$ cat src/sv/pttf_pkg.sv
// ----------------------------------------------------------------------------
// pttf_pkg
// Shared types and constants for the programmable transition table FSM.
// ----------------------------------------------------------------------------
`default_nettype none

package pttf_pkg;

    // Table geometry.
    localparam int NUM_STATES = 16;
    localparam int RULE_DEPTH = 16;
    localparam int EVENT_BITS = 8;

    // Fixed field widths of the request and response.
    localparam int STATE_W  = 4;
    localparam int EVENT_W  = 8;
    localparam int STATUS_W = 3;
    localparam int COUNT_W  = $clog2(RULE_DEPTH + 1);

    typedef logic [STATE_W-1:0]    state_code_t;
    typedef logic [EVENT_BITS-1:0] event_code_t;
    typedef logic [COUNT_W-1:0]    rule_count_t;

    // Request operations.
    typedef enum logic [1:0] {
        OP_DEFINE = 2'd0,
        OP_ADD    = 2'd1,
        OP_FORCE  = 2'd2,
        OP_EVENT  = 2'd3
    } opcode_t;

    // Response status codes.
    typedef enum logic [STATUS_W-1:0] {
        ST_OK      = 3'd0,
        ST_UNDEF   = 3'd1,
        ST_DUP     = 3'd2,
        ST_FULL    = 3'd3,
        ST_NOMATCH = 3'd4
    } status_t;

    // Search result handed from one rule cell to the next, in insertion order.
    typedef struct packed {
        logic        dup;
        logic        hit;
        state_code_t to_state;
        logic        notify;
    } chain_t;

endpackage

`default_nettype wire

$ cat src/sv/pttf_cell.sv
// ----------------------------------------------------------------------------
// pttf_cell
// One rule slot: holds a stored rule, compares it against the broadcast key
// and merges its result into the priority chain from the earlier slots.
// ----------------------------------------------------------------------------
`default_nettype none

module pttf_cell (
    input  wire logic                  clk,
    input  wire logic                  occupied,
    input  wire logic                  wr_en,
    input  wire pttf_pkg::state_code_t wr_from,
    input  wire pttf_pkg::state_code_t wr_to,
    input  wire pttf_pkg::event_code_t wr_event,
    input  wire logic                  wr_notify,
    input  wire pttf_pkg::state_code_t key_from,
    input  wire pttf_pkg::state_code_t key_to,
    input  wire pttf_pkg::event_code_t key_event,
    input  wire pttf_pkg::chain_t      chain_in,
    output pttf_pkg::chain_t           chain_out
);
    import pttf_pkg::*;

    state_code_t from_reg;
    state_code_t to_reg;
    event_code_t event_reg;
    logic        notify_reg;

    logic rule_match;
    logic dup_match;

    // Rule storage; only written when this slot is the next free one.
    always_ff @(posedge clk)
    begin
        if (wr_en)
        begin
            from_reg   <= wr_from;
            to_reg     <= wr_to;
            event_reg  <= wr_event;
            notify_reg <= wr_notify;
        end
    end

    // Compare this slot against the key.
    assign rule_match = occupied && (from_reg == key_from) && (event_reg == key_event);
    assign dup_match  = rule_match && (to_reg == key_to);

    // An earlier hit keeps priority; otherwise this slot supplies the target.
    always_comb
    begin
        chain_out.dup = chain_in.dup | dup_match;
        chain_out.hit = chain_in.hit | rule_match;
        if (chain_in.hit)
        begin
            chain_out.to_state = chain_in.to_state;
            chain_out.notify   = chain_in.notify;
        end
        else
        begin
            chain_out.to_state = to_reg;
            chain_out.notify   = notify_reg;
        end
    end

endmodule

`default_nettype wire

$ cat src/sv/programmable_transition_table_fsm.sv
// ----------------------------------------------------------------------------
// programmable_transition_table_fsm
// Table-driven state machine with run-time programmable states and rules.
// ----------------------------------------------------------------------------
// The block takes one request per clock unless a held response stalls it, and
// returns one response per request through an output register; req_ready stays
// high while that register is empty or being drained. The rules sit in a row
// of RULE_DEPTH slot cells; a lookup compares every slot at once and the first
// match in insertion order is carried down the row of cells, so the length of
// that row sets the critical path. Rules are appended at the fill count and
// never removed; state codes are marked defined by the define operation.
`default_nettype none

module programmable_transition_table_fsm (
    input  wire logic                   clk,
    input  wire logic                   rst_n,
    input  wire logic                   req_valid,
    output logic                        req_ready,
    input  wire logic [1:0]             opcode,
    input  wire logic [3:0]             state_a,
    input  wire logic [3:0]             state_b,
    input  wire logic [7:0]             event_value,
    input  wire logic                   notify_enable,
    output logic                        rsp_valid,
    input  wire logic                   rsp_ready,
    output logic [2:0]                  status,
    output logic [3:0]                  current_state,
    output logic                        matched,
    output logic [3:0]                  previous_state,
    output logic                        notify_fired
);
    import pttf_pkg::*;

    // Architectural state.
    state_code_t             present_reg;
    state_code_t             present_next;
    logic [NUM_STATES-1:0]   defined_reg;
    logic [NUM_STATES-1:0]   defined_next;
    rule_count_t             count_reg;
    rule_count_t             count_next;

    // Response register.
    logic        rsp_valid_reg;
    logic        rsp_valid_next;
    status_t     status_reg;
    status_t     status_next;
    state_code_t cur_reg;
    state_code_t prev_reg;
    logic        matched_reg;
    logic        matched_next;
    logic        fired_reg;
    logic        fired_next;

    logic        accept;
    opcode_t     op;
    event_code_t ev;
    state_code_t key_from;
    logic        a_defined;
    logic        b_defined;
    logic        add_ok;
    chain_t      chain_link [RULE_DEPTH+1];

    assign op = opcode_t'(opcode);
    assign ev = event_value[EVENT_BITS-1:0];

    // Handshake: a new request is taken whenever the response slot frees up.
    assign req_ready = !rsp_valid_reg || rsp_ready;
    assign accept    = req_valid && req_ready;

    // A code is defined only if it lies in range and has been marked.
    assign a_defined = (int'(state_a) < NUM_STATES) && defined_reg[state_a];
    assign b_defined = (int'(state_b) < NUM_STATES) && defined_reg[state_b];

    // Events search from the present state, rule adds from the new source.
    assign key_from = (op == OP_EVENT) ? present_reg : state_a;

    // Head of the rule chain: nothing found yet.
    assign chain_link[0] = '{dup: 1'b0, hit: 1'b0, to_state: '0, notify: 1'b0};

    // Rule slot cells, first stored rule at the head of the row.
    for (genvar i = 0; i < RULE_DEPTH; i++)
    begin : g_cell
        logic slot_used;
        logic slot_wr;

        assign slot_used = count_reg > COUNT_W'(i);
        assign slot_wr   = accept && add_ok && (count_reg == COUNT_W'(i));

        pttf_cell u_cell (
            .clk       (clk),
            .occupied  (slot_used),
            .wr_en     (slot_wr),
            .wr_from   (state_a),
            .wr_to     (state_b),
            .wr_event  (ev),
            .wr_notify (notify_enable),
            .key_from  (key_from),
            .key_to    (state_b),
            .key_event (ev),
            .chain_in  (chain_link[i]),
            .chain_out (chain_link[i+1])
        );
    end

    // A rule is stored when both ends are defined, it is new and there is room.
    assign add_ok = (op == OP_ADD) && a_defined && b_defined &&
                    !chain_link[RULE_DEPTH].dup && (int'(count_reg) < RULE_DEPTH);

    // Operation decode: next machine state and the response fields.
    always_comb
    begin
        present_next   = present_reg;
        defined_next   = defined_reg;
        count_next     = count_reg;
        status_next    = ST_OK;
        matched_next   = 1'b0;
        fired_next     = 1'b0;
        case (op)
            OP_DEFINE:
            begin
                if (int'(state_a) < NUM_STATES)
                begin
                    defined_next[state_a] = 1'b1;
                    present_next          = state_a;
                end
                else
                begin
                    status_next = ST_UNDEF;
                end
            end
            OP_ADD:
            begin
                if (!a_defined || !b_defined)
                begin
                    status_next = ST_UNDEF;
                end
                else if (chain_link[RULE_DEPTH].dup)
                begin
                    status_next = ST_DUP;
                end
                else if (int'(count_reg) >= RULE_DEPTH)
                begin
                    status_next = ST_FULL;
                end
                else
                begin
                    count_next = count_reg + COUNT_W'(1);
                end
            end
            OP_FORCE:
            begin
                if (a_defined)
                begin
                    present_next = state_a;
                end
                else
                begin
                    status_next = ST_UNDEF;
                end
            end
            OP_EVENT:
            begin
                if (chain_link[RULE_DEPTH].hit)
                begin
                    present_next = chain_link[RULE_DEPTH].to_state;
                    matched_next = 1'b1;
                    fired_next   = chain_link[RULE_DEPTH].notify;
                end
                else
                begin
                    status_next = ST_NOMATCH;
                end
            end
            default:
            begin
                status_next = ST_NOMATCH;
            end
        endcase
    end

    // Response valid tracks accepts and drains.
    always_comb
    begin
        if (accept)
        begin
            rsp_valid_next = 1'b1;
        end
        else if (rsp_ready)
        begin
            rsp_valid_next = 1'b0;
        end
        else
        begin
            rsp_valid_next = rsp_valid_reg;
        end
    end

    // Control state.
    always_ff @(posedge clk or negedge rst_n)
    begin
        if (!rst_n)
        begin
            present_reg   <= '0;
            defined_reg   <= '0;
            count_reg     <= '0;
            rsp_valid_reg <= 1'b0;
        end
        else
        begin
            rsp_valid_reg <= rsp_valid_next;
            if (accept)
            begin
                present_reg <= present_next;
                defined_reg <= defined_next;
                count_reg   <= count_next;
            end
        end
    end

    // Response payload, loaded with each accepted request.
    always_ff @(posedge clk)
    begin
        if (accept)
        begin
            status_reg  <= status_next;
            cur_reg     <= present_next;
            prev_reg    <= present_reg;
            matched_reg <= matched_next;
            fired_reg   <= fired_next;
        end
    end

    assign rsp_valid      = rsp_valid_reg;
    assign status         = status_reg;
    assign current_state  = cur_reg;
    assign matched        = matched_reg;
    assign previous_state = prev_reg;
    assign notify_fired   = fired_reg;

endmodule

`default_nettype wire
$ cat config.mk
export PLATFORM = sky130hd
export DESIGN_NAME = programmable_transition_table_fsm
export DESIGN_NICKNAME = d
export VERILOG_FILES = /design/src/sv/pttf_pkg.sv /design/src/sv/pttf_cell.sv /design/src/sv/programmable_transition_table_fsm.sv
export SDC_FILE = /design/constraint.sdc
export NUM_CORES = 1
export LEC_CHECK = 0
export ABC_AREA = 1
export BUFFER_PORTS_ARGS = -buffer_cell sky130_fd_sc_hd__buf_2
export CORE_ASPECT_RATIO = 0.9
export CORE_MARGIN = 5
export CORE_UTILIZATION = 60
export DETAILED_ROUTE_END_ITERATION = 8
export HOLD_SLACK_MARGIN = 0.02
export PLACE_DENSITY_LB_ADDON = 0.15
export SLEW_MARGIN = 15
export SYNTH_ARGS = -nofsm -noshare
export SYNTH_HDL_FRONTEND = slang
export SYNTH_SLANG_ARGS = --single-unit
$ cat constraint.sdc
create_clock -name clk -period 4.6 [get_ports clk]
set_input_delay 0.23 -clock clk [delete_from_list [all_inputs] [get_ports clk]]
set_output_delay 0.23 -clock clk [all_outputs]
set_load 0.01 [all_outputs]
Yosys cells after proc, flatten, opt, wreduce, memory -nomap -nowiden. Index checks and enable logic that the tools add are counted.

Input bits: 23. Flip-flop bits (word level): 311. Logic and storage cells: 312. Output and inout bits: 15.

$lt $le $gt $ge: 21. Bitwise logic cells: 34. Reduce and logical (&&, ||, !) cells: 83. Muxes and demuxes: 34. Equality and inequality tests: 66. Add/subtract/negate cells: 1.

Operators by type and width (number): 4-bit == test (32); 8-bit == test (16); 5-bit two-way mux (15); 1-bit logical AND (71); 5-bit by 4-bit == test with 1-bit output (second input constant) (8); 5-bit by 4-bit > comparator with 1-bit output (second input constant) (8); 1-bit OR (30); 5-bit by 3-bit == test with 1-bit output (second input constant) (4); 5-bit by 3-bit > comparator with 1-bit output (second input constant) (4); 16-bit OR (1); 4-bit two-way mux (3); 3-bit one-hot mux with 4 select lines (1); 4-bit one-hot mux with 3 select lines (1); 5-bit by 2-bit == test with 1-bit output (second input constant) (2); 5-bit by 1-bit > comparator with 1-bit output (second input constant) (2); 5-bit by 2-bit > comparator with 1-bit output (second input constant) (2); 4-bit by 5-bit less-than comparator with 1-bit output (second input constant) (2); 1-bit binary-select mux with 4-bit select (2); 1-bit two-way mux (7); 2-bit two-way mux (3); 5-bit by 1-bit adder with 5-bit output (second input constant) (1); 5-bit by 1-bit == test with 1-bit output (second input constant) (1); 5-bit >= comparator (second input constant) (1); 5-bit logical NOT (1); other kinds (13) (21).

Logic depth before layout (Yosys ltp). Gate-level depths: netlist (run 1).

Depth after elaboration: 26. Depth in mapped cells: 29.

Cells and area by module. Synthesis (run 1) repeated with hierarchy kept, for this count alone.

Cells, all modules: 2016. Area total of the unflattened synthesis: 16628.4 um2.

By module, submodules not included: pttf_cell (sequential area each 510.5 um2, area an instance 874.6 um2, times used 16, cells each 104); programmable_transition_table_fsm (sequential area each 1041.0 um2, area an instance 2635.0 um2, times used 1, cells each 352).

Least setup slack after synthesis (run 1). No wires, ideal clock.

Path kind: register to register. From: register count_reg[1]. To: register g_cell[14].u_cell.event_reg[0] (enable). Library setup time: 0.413 ns. Data arrival time: 3.468 ns. Clock period less this slack: 3.880 ns. Stages on the path, launching flop included: 18. Data required time: 4.187 ns. Slack: 0.720 ns. Cells stage by stage: dfrtp_1 -> clkbuf_1 -> inv_1 -> ha_1 -> inv_1 -> nor3_1 -> inv_1 -> nand3_1 -> nor2_1 -> nand3_1 -> nor2_4 -> inv_2 -> o22ai_1 -> a221oi_1 -> nand2_1 -> nor3_4 -> nand3_1 -> nor3_1.

Cells in the longest elaborated chain, start to end: 24.

Ends and longest elaborated chain: from (decl) (RTL line programmable_transition_table_fsm.sv:39) `rule_count_t count_reg;`; from (signal assigned) (RTL line programmable_transition_table_fsm.sv:215) `count_reg <= count_next;`; 5-bit by 1-bit > comparator with 1-bit output (RTL line programmable_transition_table_fsm.sv:86) `assign slot_used = count_reg > COUNT_W'(i);`; 1-bit logical AND (2 in series) (RTL line pttf_cell.sv:45) `assign rule_match = occupied && (from_reg == key_from) && (event_reg == key_event);`; 1-bit logical AND (RTL line pttf_cell.sv:46) `assign dup_match = rule_match && (to_reg == key_to);`; 1-bit OR (15 in series) (RTL line pttf_cell.sv:51) `chain_out.dup = chain_in.dup | dup_match;`; 1-bit logical NOT (RTL line programmable_transition_table_fsm.sv:107) `!chain_link[RULE_DEPTH].dup && (int'(count_reg) < RULE_DEPTH);`; 1-bit logical AND (RTL line programmable_transition_table_fsm.sv:106) `assign add_ok = (op == OP_ADD) && a_defined && b_defined &&`; 1-bit logical AND (RTL line programmable_transition_table_fsm.sv:107); 1-bit logical AND (RTL line programmable_transition_table_fsm.sv:87) `assign slot_wr = accept && add_ok && (count_reg == COUNT_W'(i));`; 1-bit logical AND * (RTL line programmable_transition_table_fsm.sv:87); net g_cell[14].slot_wr (RTL line programmable_transition_table_fsm.sv:84) `logic slot_wr;`; to (signal assigned) (RTL line pttf_cell.sv:39) `event_reg <= wr_event;`; to (decl) (RTL line pttf_cell.sv:26) `event_code_t event_reg;`.

Mark *: on every way through the listed nets, which the timed path passes. The rest lies on a longest branch. A chain may end at the register's enable or synchronous reset.

Final worst setup path (run 1).
From: register present_reg[3]. To: register g_cell[11].u_cell.event_reg[0] (enable).

Cells in the longest elaborated chain, start to end: 25.

Ends and longest elaborated chain: from (decl) (RTL line programmable_transition_table_fsm.sv:35) `state_code_t present_reg;`; from (signal assigned) (RTL line programmable_transition_table_fsm.sv:213) `present_reg <= present_next;`; 4-bit two-way mux * (RTL line programmable_transition_table_fsm.sv:75) `assign key_from = (op == OP_EVENT) ? present_reg : state_a;`; 4-bit == test (RTL line pttf_cell.sv:45); 1-bit logical AND (2 in series) (RTL line pttf_cell.sv:45); 1-bit logical AND (RTL line pttf_cell.sv:46); 1-bit OR (14 in series) (RTL line pttf_cell.sv:51); 1-bit OR * (RTL line pttf_cell.sv:51); 1-bit logical NOT * (RTL line programmable_transition_table_fsm.sv:107); 1-bit logical AND * (RTL line programmable_transition_table_fsm.sv:106); 1-bit logical AND * (RTL line programmable_transition_table_fsm.sv:107); 1-bit logical AND * (2 in series) (RTL line programmable_transition_table_fsm.sv:87); net g_cell[11].slot_wr (RTL line programmable_transition_table_fsm.sv:84); to (signal assigned) (RTL line pttf_cell.sv:39); to (decl) (RTL line pttf_cell.sv:26).

Marks and branches as above.

==> results of run 1 <==
## layout by cell type (no fill, tap or decap), types with 37 or more instances in the layout
master	synthesis	routed
clkbuf_16	0	38
xor2_1	60	60
nor2_1	152	152
xnor2_1	73	73
buf_2	22	37
nand2_1	328	328
edfxtp_1	285	285
o21ai_0	68	68
nand3_1	80	80
inv_1	146	146
## worst max-delay path, cell delays in order, from the launching register on
cell	delay (ns)
dfrtp_1	0.44
nand3_2	0.16
nand2_2	0.25
inv_2	0.31
nand2_1	0.14
nand4_1	0.13
nor3_1	0.07
nand2_1	0.28
o22ai_1	0.21
a221oi_2	0.19
nand2_1	0.14
nor3_4	0.32
nand2_2	0.29
nor2_1	0.30
buf_4	0.23
## through the flow
stage / setup slack, ns / cell area [sq um]
2_1_floorplan: 0.720 / 15500
3_3_place_gp: 0.814 / 16100
3_5_place_dp: 0.774 / 16100
4_1_cts: 0.872 / 17200
5_1_grt: 0.467 / 17200
6_report: 0.811 / 17200
## kinds of logic (layout without fill, tap and decap cells)
logic type               after synthesis  after routing  synth area share
adder cells (fa/ha/maj)                5              5           0.00404
flip-flops                           311            311             0.595
AO/OA/AOI/OAI                        167            167            0.0654
multiplexers                           2              2           0.00138
buffers and inverters                201            296            0.0548
AND/OR/NAND/NOR                      687            687             0.204
XOR/XNOR                             133            133            0.0753
## area by class of cell
type | instances | area share
sequential | 311 | 0.534
inverter | 159 | 0.0348
tap | 342 | 0.0248
timing repair buffer | 75 | 0.0276
clock buffer | 50 | 0.0595
multi-input combinational | 994 | 0.315
clock inverter | 12 | 0.00363
## worst paths after layout
check	from	to
max in group asynchronous	rst_n	defined_reg[0]$_DFFE_PN0P_
max reg2reg	present_reg[3]$_DFFE_PN0P_	g_cell[11].u_cell.event_reg[0]$_DFFE_PP_
min	req_valid	rsp_valid$_DFFE_PN0P_
min in group asynchronous	rst_n	count_reg[0]$_DFFE_PN0P_
max	present_reg[3]$_DFFE_PN0P_	g_cell[11].u_cell.event_reg[0]$_DFFE_PP_
min reg2reg	defined_reg[15]$_DFFE_PN0P_	defined_reg[15]$_DFFE_PN0P_
## power by group through the flow
stage | clock (mW) | sequential (mW) | combinational, mW
final | 2.62 | 3.13 | 0.453
after global routing | 2.78 | 3.13 | 0.498
after CTS | 2.65 | 3.13 | 0.449
after detailed placement | 0 | 3.19 | 0.445
after global placement | 0 | 3.19 | 0.438
after floorplan | 0 | 3.19 | 0.282
## layer usage
layer | up-vias | track usage | share of wire
met2 | 550 | 0.423 | 0.45
met3 | 108 | 0.0582 | 0.092
met1 | 5353 | 0.401 | 0.42
li1 | 5259 | - | -
met5 | - | 0 | 0
met4 | 0 | 0.0973 | 0.035
## what timing repair did
action | 4_1_cts | 5_1_grt
setup buffers | 0 | 0
endpoints found under the hold margin | 27 | 0
hold buffers | 2 | 0
==> metrics.md, run 1 <==
| Metric | Value |
|---|---|
| Largest net degree at the start of global routing | `45` |
| Post-synth EDFFs | `285` |
| DP HPWL | `27600 um` |
| Synth unique cells | `62` |
| Arrival time worst endpoint | `4.00 ns` |
| Max Cap Viol | `0` |
| WS Path Type | `register to register` |
| Worst-Skew Late Latency | `0.51 ns` |
| Hold depth | `3` |
| Via-to-Cell Ratio | `5.80` |
| Pint | `4.80 mW` |
| # diodes | `0` |
| Fill cells | `1856` |
| IO Port Bufs | `37` |
| Sequential Power Share | `0.505` |
| Crit-path max FO | `15` |
| Slew @ Worst Pin | `1.05 ns` |
| First-pass GRT wire length | `61600 um` |
| Register area | `9210 sq um` |
| Syn avg cell area | `10.3 sq um` |
| Die area | `29100 sq um` |
| Initial antenna violation count | `0` |
| Sw Pwr | `1.40 mW` |
| Clock share of power | `0.422` |
| CP startpoint kind | `register` |
| Num rows | `55` |
| Commonest cells post-synth | `nand2_1 (328), edfxtp_1 (285), nor2_1 (152), inv_1 (146), nand3_1 (80)` |
| Clock Path Buffers | `3` |
| Leakage | `6.78 nW` |
| Worst R2R Setup Slack | `0.81 ns` |
| Worst hold slack | `0.182 ns` |
| Ys async rst share | `0.0836` |
| Slew headroom | `0.298` |
| Vias in the first global route | `10900` |
| H-tree levels | `2` |
| Req. time, crit path | `4.81 ns` |
| Setup violators final | `0` |
| Pre-Repair DR Iteration Count | `6` |
| Main flop type after synthesis | `edfxtp_1` |
| Fin. Hold Viols | `0` |
| Hold crit path type | `input pin to register` |
| Layout Utilization | `0.682` |
| Top cell type's share of synthesized area | `0.553` |
| # placed instances | `1879` |
| Power consumption | `6.20 mW` |
| 1st-iter DRT viols | `1426` |
| Synth top area cells | `edfxtp_1 (55%), nand2_1 (8.0%), dfrtp_1 (4.2%)` |
| Sw frac | `0.226` |
| Per-cell routed wire length | `20.4 um` |
| Total number of vias | `11300` |
| Synthesized flop and latch total | `311` |
| Final min period | `3.79 ns` |
| Post-Syn Instances | `1506` |
| Max-slew violations | `0` |
| Synth area leader | `edfxtp_1` |
| GRT Overall Usage | `0.278` |
| Crit end category | `register` |
| Num CTS Buffers | `34` |
| Clk root buf | `clkbuf_16` |
| Drt drc | `0` |
| Setup_tns | `0 ns` |
| Layout cell share with drive strength beyond 1 | `0.122` |
| Core ar. | `25300 sq um` |
| Reg2Reg Depth | `14` |
| Tcrit/Tclk final | `0.824` |
| Starting density of the core | `0.612` |
| Die height | `162 um` |
| RSZ-0062 raised after global routing | `false` |
| DIE WIDTH | `179 um` |
| Io pins | `38` |
| Nets | `1603` |
| Syn. warnings | `0` |
| Cell area after synthesis | `15500 sq um` |
| Power per cell area | `360 nW/um^2` |
| Routability cong. | `0.968` |
| Multi-input logic area | `5430 sq um` |
| Clock Sinks | `311` |
| Status | `finished clean` |
| Global route overflow | `0` |
| Area growth, synth to finish | `11.4%` |
| Cell with the most instances after synthesis | `nand2_1` |
| CTS tree | `done` |
| Synth Net Count | `1534` |
| Max reg flops | `128` |
| Combinational Power Share | `0.073` |
| WL final | `39600 um` |
| Worst VDD drop | `0.000370 V` |
| Clock transition at path regs | `0.06 ns` |
| Sequential-to-total area share from yosys stat | `0.595` |
| Peak Freq | `264 MHz` |
| Cell Count, Final, Fillers Out | `1943` |
| # resized after CTS | `0` |
| Antenna-violating nets left | `0` |
| Clock skew | `0.0123 ns` |
No activity file was read; power rests on OpenSTA's default activity.
==> inputs of run 2 (changes only) <==
--- a/config.mk
+++ b/config.mk
@@ -9,7 +9,7 @@
 export BUFFER_PORTS_ARGS = -buffer_cell sky130_fd_sc_hd__buf_2
 export CORE_ASPECT_RATIO = 0.9
 export CORE_MARGIN = 5
-export CORE_UTILIZATION = 60
+export CORE_UTILIZATION = 57
 export DETAILED_ROUTE_END_ITERATION = 8
 export HOLD_SLACK_MARGIN = 0.02
 export PLACE_DENSITY_LB_ADDON = 0.15
==> constraint.sdc (replaced) <==
create_clock -name clk -period 3.42 [get_ports clk]
set_input_delay 0.171 -clock clk [delete_from_list [all_inputs] [get_ports clk]]
set_output_delay 0.171 -clock clk [all_outputs]
set_load 0.01 [all_outputs]
==> metrics.md, run 2 (same netlist as run 1, synthesis figures left out) <==
| Metric | Value |
|---|---|
| WL final | `42200 um (+6.7%)` |
| Num CTS Buffers | `34 (unchanged)` |
| Layout cell share with drive strength beyond 1 | `0.183 (+0.0610)` |
| IO Port Bufs | `37 (unchanged)` |
| Via-to-Cell Ratio | `5.73 (-1.2%)` |
| Hold crit path type | `input pin to register` |
| CTS tree | `done` |
| Per-cell routed wire length | `20.7 um (+1.4%)` |
| Max Cap Viol | `0 (unchanged)` |
| Worst Path Buf+Inv | `3 (+1)` |
| Fin. Hold Viols | `0 (unchanged)` |
| Most frequent cells in the layout | `nand2_1 (326), edfxtp_1 (285), inv_1 (144)` |
| Worst-Skew Late Latency | `0.51 ns (about the same)` |
| Top Metal Used | `met4` |
| M1 WL | `18200 um (+8.3%)` |
| Largest net degree at the start of global routing | `30 (-33%)` |
| Initial antenna violation count | `0 (unchanged)` |
| WS Path Type | `register to register` |
| Clock Path Buffers | `3 (unchanged)` |
| Setup violators final | `0 (unchanged)` |
| Starting density of the core | `0.575 (-0.0372)` |
| Placed instance area | `16900 sq um (+5.0%)` |
| Tcrit/Tclk final | `0.955 (+0.131)` |
| Total number of vias | `11700 (+3.9%)` |
| Die area | `30500 sq um (+4.9%)` |
| # placed instances | `1974 (+5.1%)` |
| # diodes | `0 (unchanged)` |
| Critical path, cell by cell | `inv_1 -> nor2_1 -> nand3_1 -> nand2_1 -> nor2_1 -> nand4_1 -> o22ai_1 -> a221oi_2 -> nand2_1 -> nor3_4 -> nand2_2 -> buf_4 -> nor2_2 -> buf_12` |
| Clock skew | `0.0154 ns (+0.00319 ns)` |
| Slew @ Worst Pin | `0.785 ns (-0.267 ns)` |
| CP startpoint kind | `register` |
| Nets | `1694 (+5.7%)` |
| Setup slack after layout | `0.155 ns (-0.656 ns)` |
| CP max stage cell | `dfrtp_1` |
| DP HPWL | `30600 um (+11%)` |
| Pre-Repair DR Iteration Count | `6 (unchanged)` |
| Worst VDD drop | `0.000432 V (+17%)` |
| H-tree levels | `2 (unchanged)` |
| DIE WIDTH | `184 um (+2.5%)` |
| GRT Overall Usage | `0.275 (-0.00307)` |
| Crit-path max FO | `17 (+2)` |
| Num rows | `57 (+3.6%)` |
| Wire length on met2 | `19300 um (+8.8%)` |
| Io pins | `38 (unchanged)` |
| Die height | `166 um (+2.4%)` |
| Met3 WL post-DR | `3580 um (-2.3%)` |
| First-pass GRT wire length | `64900 um (+5.2%)` |
| Vias in the first global route | `11300 (+3.2%)` |
| Clock Sinks | `311 (unchanged)` |
| Area growth, synth to finish | `18.6%` |
| Final min period | `3.26 ns (-0.524 ns)` |
| Clk root buf | `clkbuf_16` |
| Req. time, crit path | `3.63 ns (-1.18 ns)` |
| Arrival time worst endpoint | `3.48 ns (-0.52 ns)` |
| Max-slew violations | `0 (unchanged)` |
| Core ar. | `26900 sq um (+6.5%)` |
| Commonest non-fill, non-tap cell in the layout | `nand2_1` |
| Power consumption | `9.02 mW (+45%)` |
| Routability cong. | `0.994 (+2.6%)` |
| Slowest cell delay on critical path | `0.36 ns (-0.08 ns)` |
| Power per cell area | `492 nW/um^2 (+37%)` |
| Largest delay contributor family on the critical path | `simple AND/OR/NAND/NOR gates` |
| Setup_tns | `0 ns (unchanged)` |
| RSZ-0062 raised after global routing | `true` |
| Peak Freq | `306 MHz (+16%)` |
| Dpl ws | `0.0605 ns (-0.713 ns)` |
| Layout Utilization | `0.682 (about the same)` |
| Leakage | `7.35 nW (+8.4%)` |
| Fill cells | `1992 (+7.3%)` |
| 1st-iter DRT viols | `1254 (-12%)` |
| Global route overflow | `0 (unchanged)` |
| Status | `finished clean` |
| Antenna-violating nets left | `0 (unchanged)` |
| Slew headroom | `0.472 (+0.173)` |
| Clock transition at path regs | `0.06 ns (about the same)` |
| Design area | `18300 sq um (+6.5%)` |
| Drt drc | `0 (unchanged)` |
| Max reg flops | `128 (unchanged)` |
| Worst hold slack | `0.0373 ns (-0.145 ns)` |
| Cell Count, Final, Fillers Out | `2044 (+5.2%)` |
| Crit end category | `register` |
==> run 2: where the power goes <==
part           internal [mW]  total (mW)  switching [mW]
registers               4.19        4.21          0.0231
clock network           2.64        4.13            1.49
logic                  0.233       0.688           0.454
==> run 2: what timing repair did <==
action,4_1_cts,5_1_grt
hold endpoints to repair,31,0
setup endpoints to repair,0,280
gates resized for setup,0,22
hold buffers,4,0
buffers inserted,0,6
==> run 2: worst paths after layout <==
kind / slack, ns / end / cells past startpoint / from
hold reg to reg: 0.48 / defined_reg[15]$_DFFE_PN0P_ / 2 / defined_reg[15]$_DFFE_PN0P_
max in group asynchronous: 2.68 / count_reg[2]$_DFFE_PN0P_ / 2 / rst_n
setup / recovery: 0.16 / g_cell[15].u_cell.to_reg[0]$_DFFE_PP_ / 14 / count_reg[3]$_DFFE_PN0P_
min in group asynchronous: 0.25 / rsp_valid$_DFFE_PN0P_ / 2 / rst_n
hold / removal: 0.04 / g_cell[5].u_cell.event_reg[6]$_DFFE_PP_ / 1 / event_value[6]
setup reg to reg: 0.16 / g_cell[15].u_cell.to_reg[0]$_DFFE_PP_ / 14 / count_reg[3]$_DFFE_PN0P_
==> run 2: per-layer routing <==
metal	global-route usage	vias to the layer above
met4	0.0839	0
met5	0	-
met3	0.0510	91
li1	-	5468
met1	0.400	5620
met2	0.422	531
==> run 2: area by class of cell <==
type | count | area [sq um] | share of cell area
clock buffers | 40 | 937 | 0.0511
flip-flops and latches | 311 | 9210 | 0.502
clock inverters | 20 | 324 | 0.0177
inverters | 159 | 603 | 0.0329
repair buffers | 166 | 1310 | 0.0713
well taps | 354 | 443 | 0.0241
multi-input cells | 994 | 5520 | 0.301
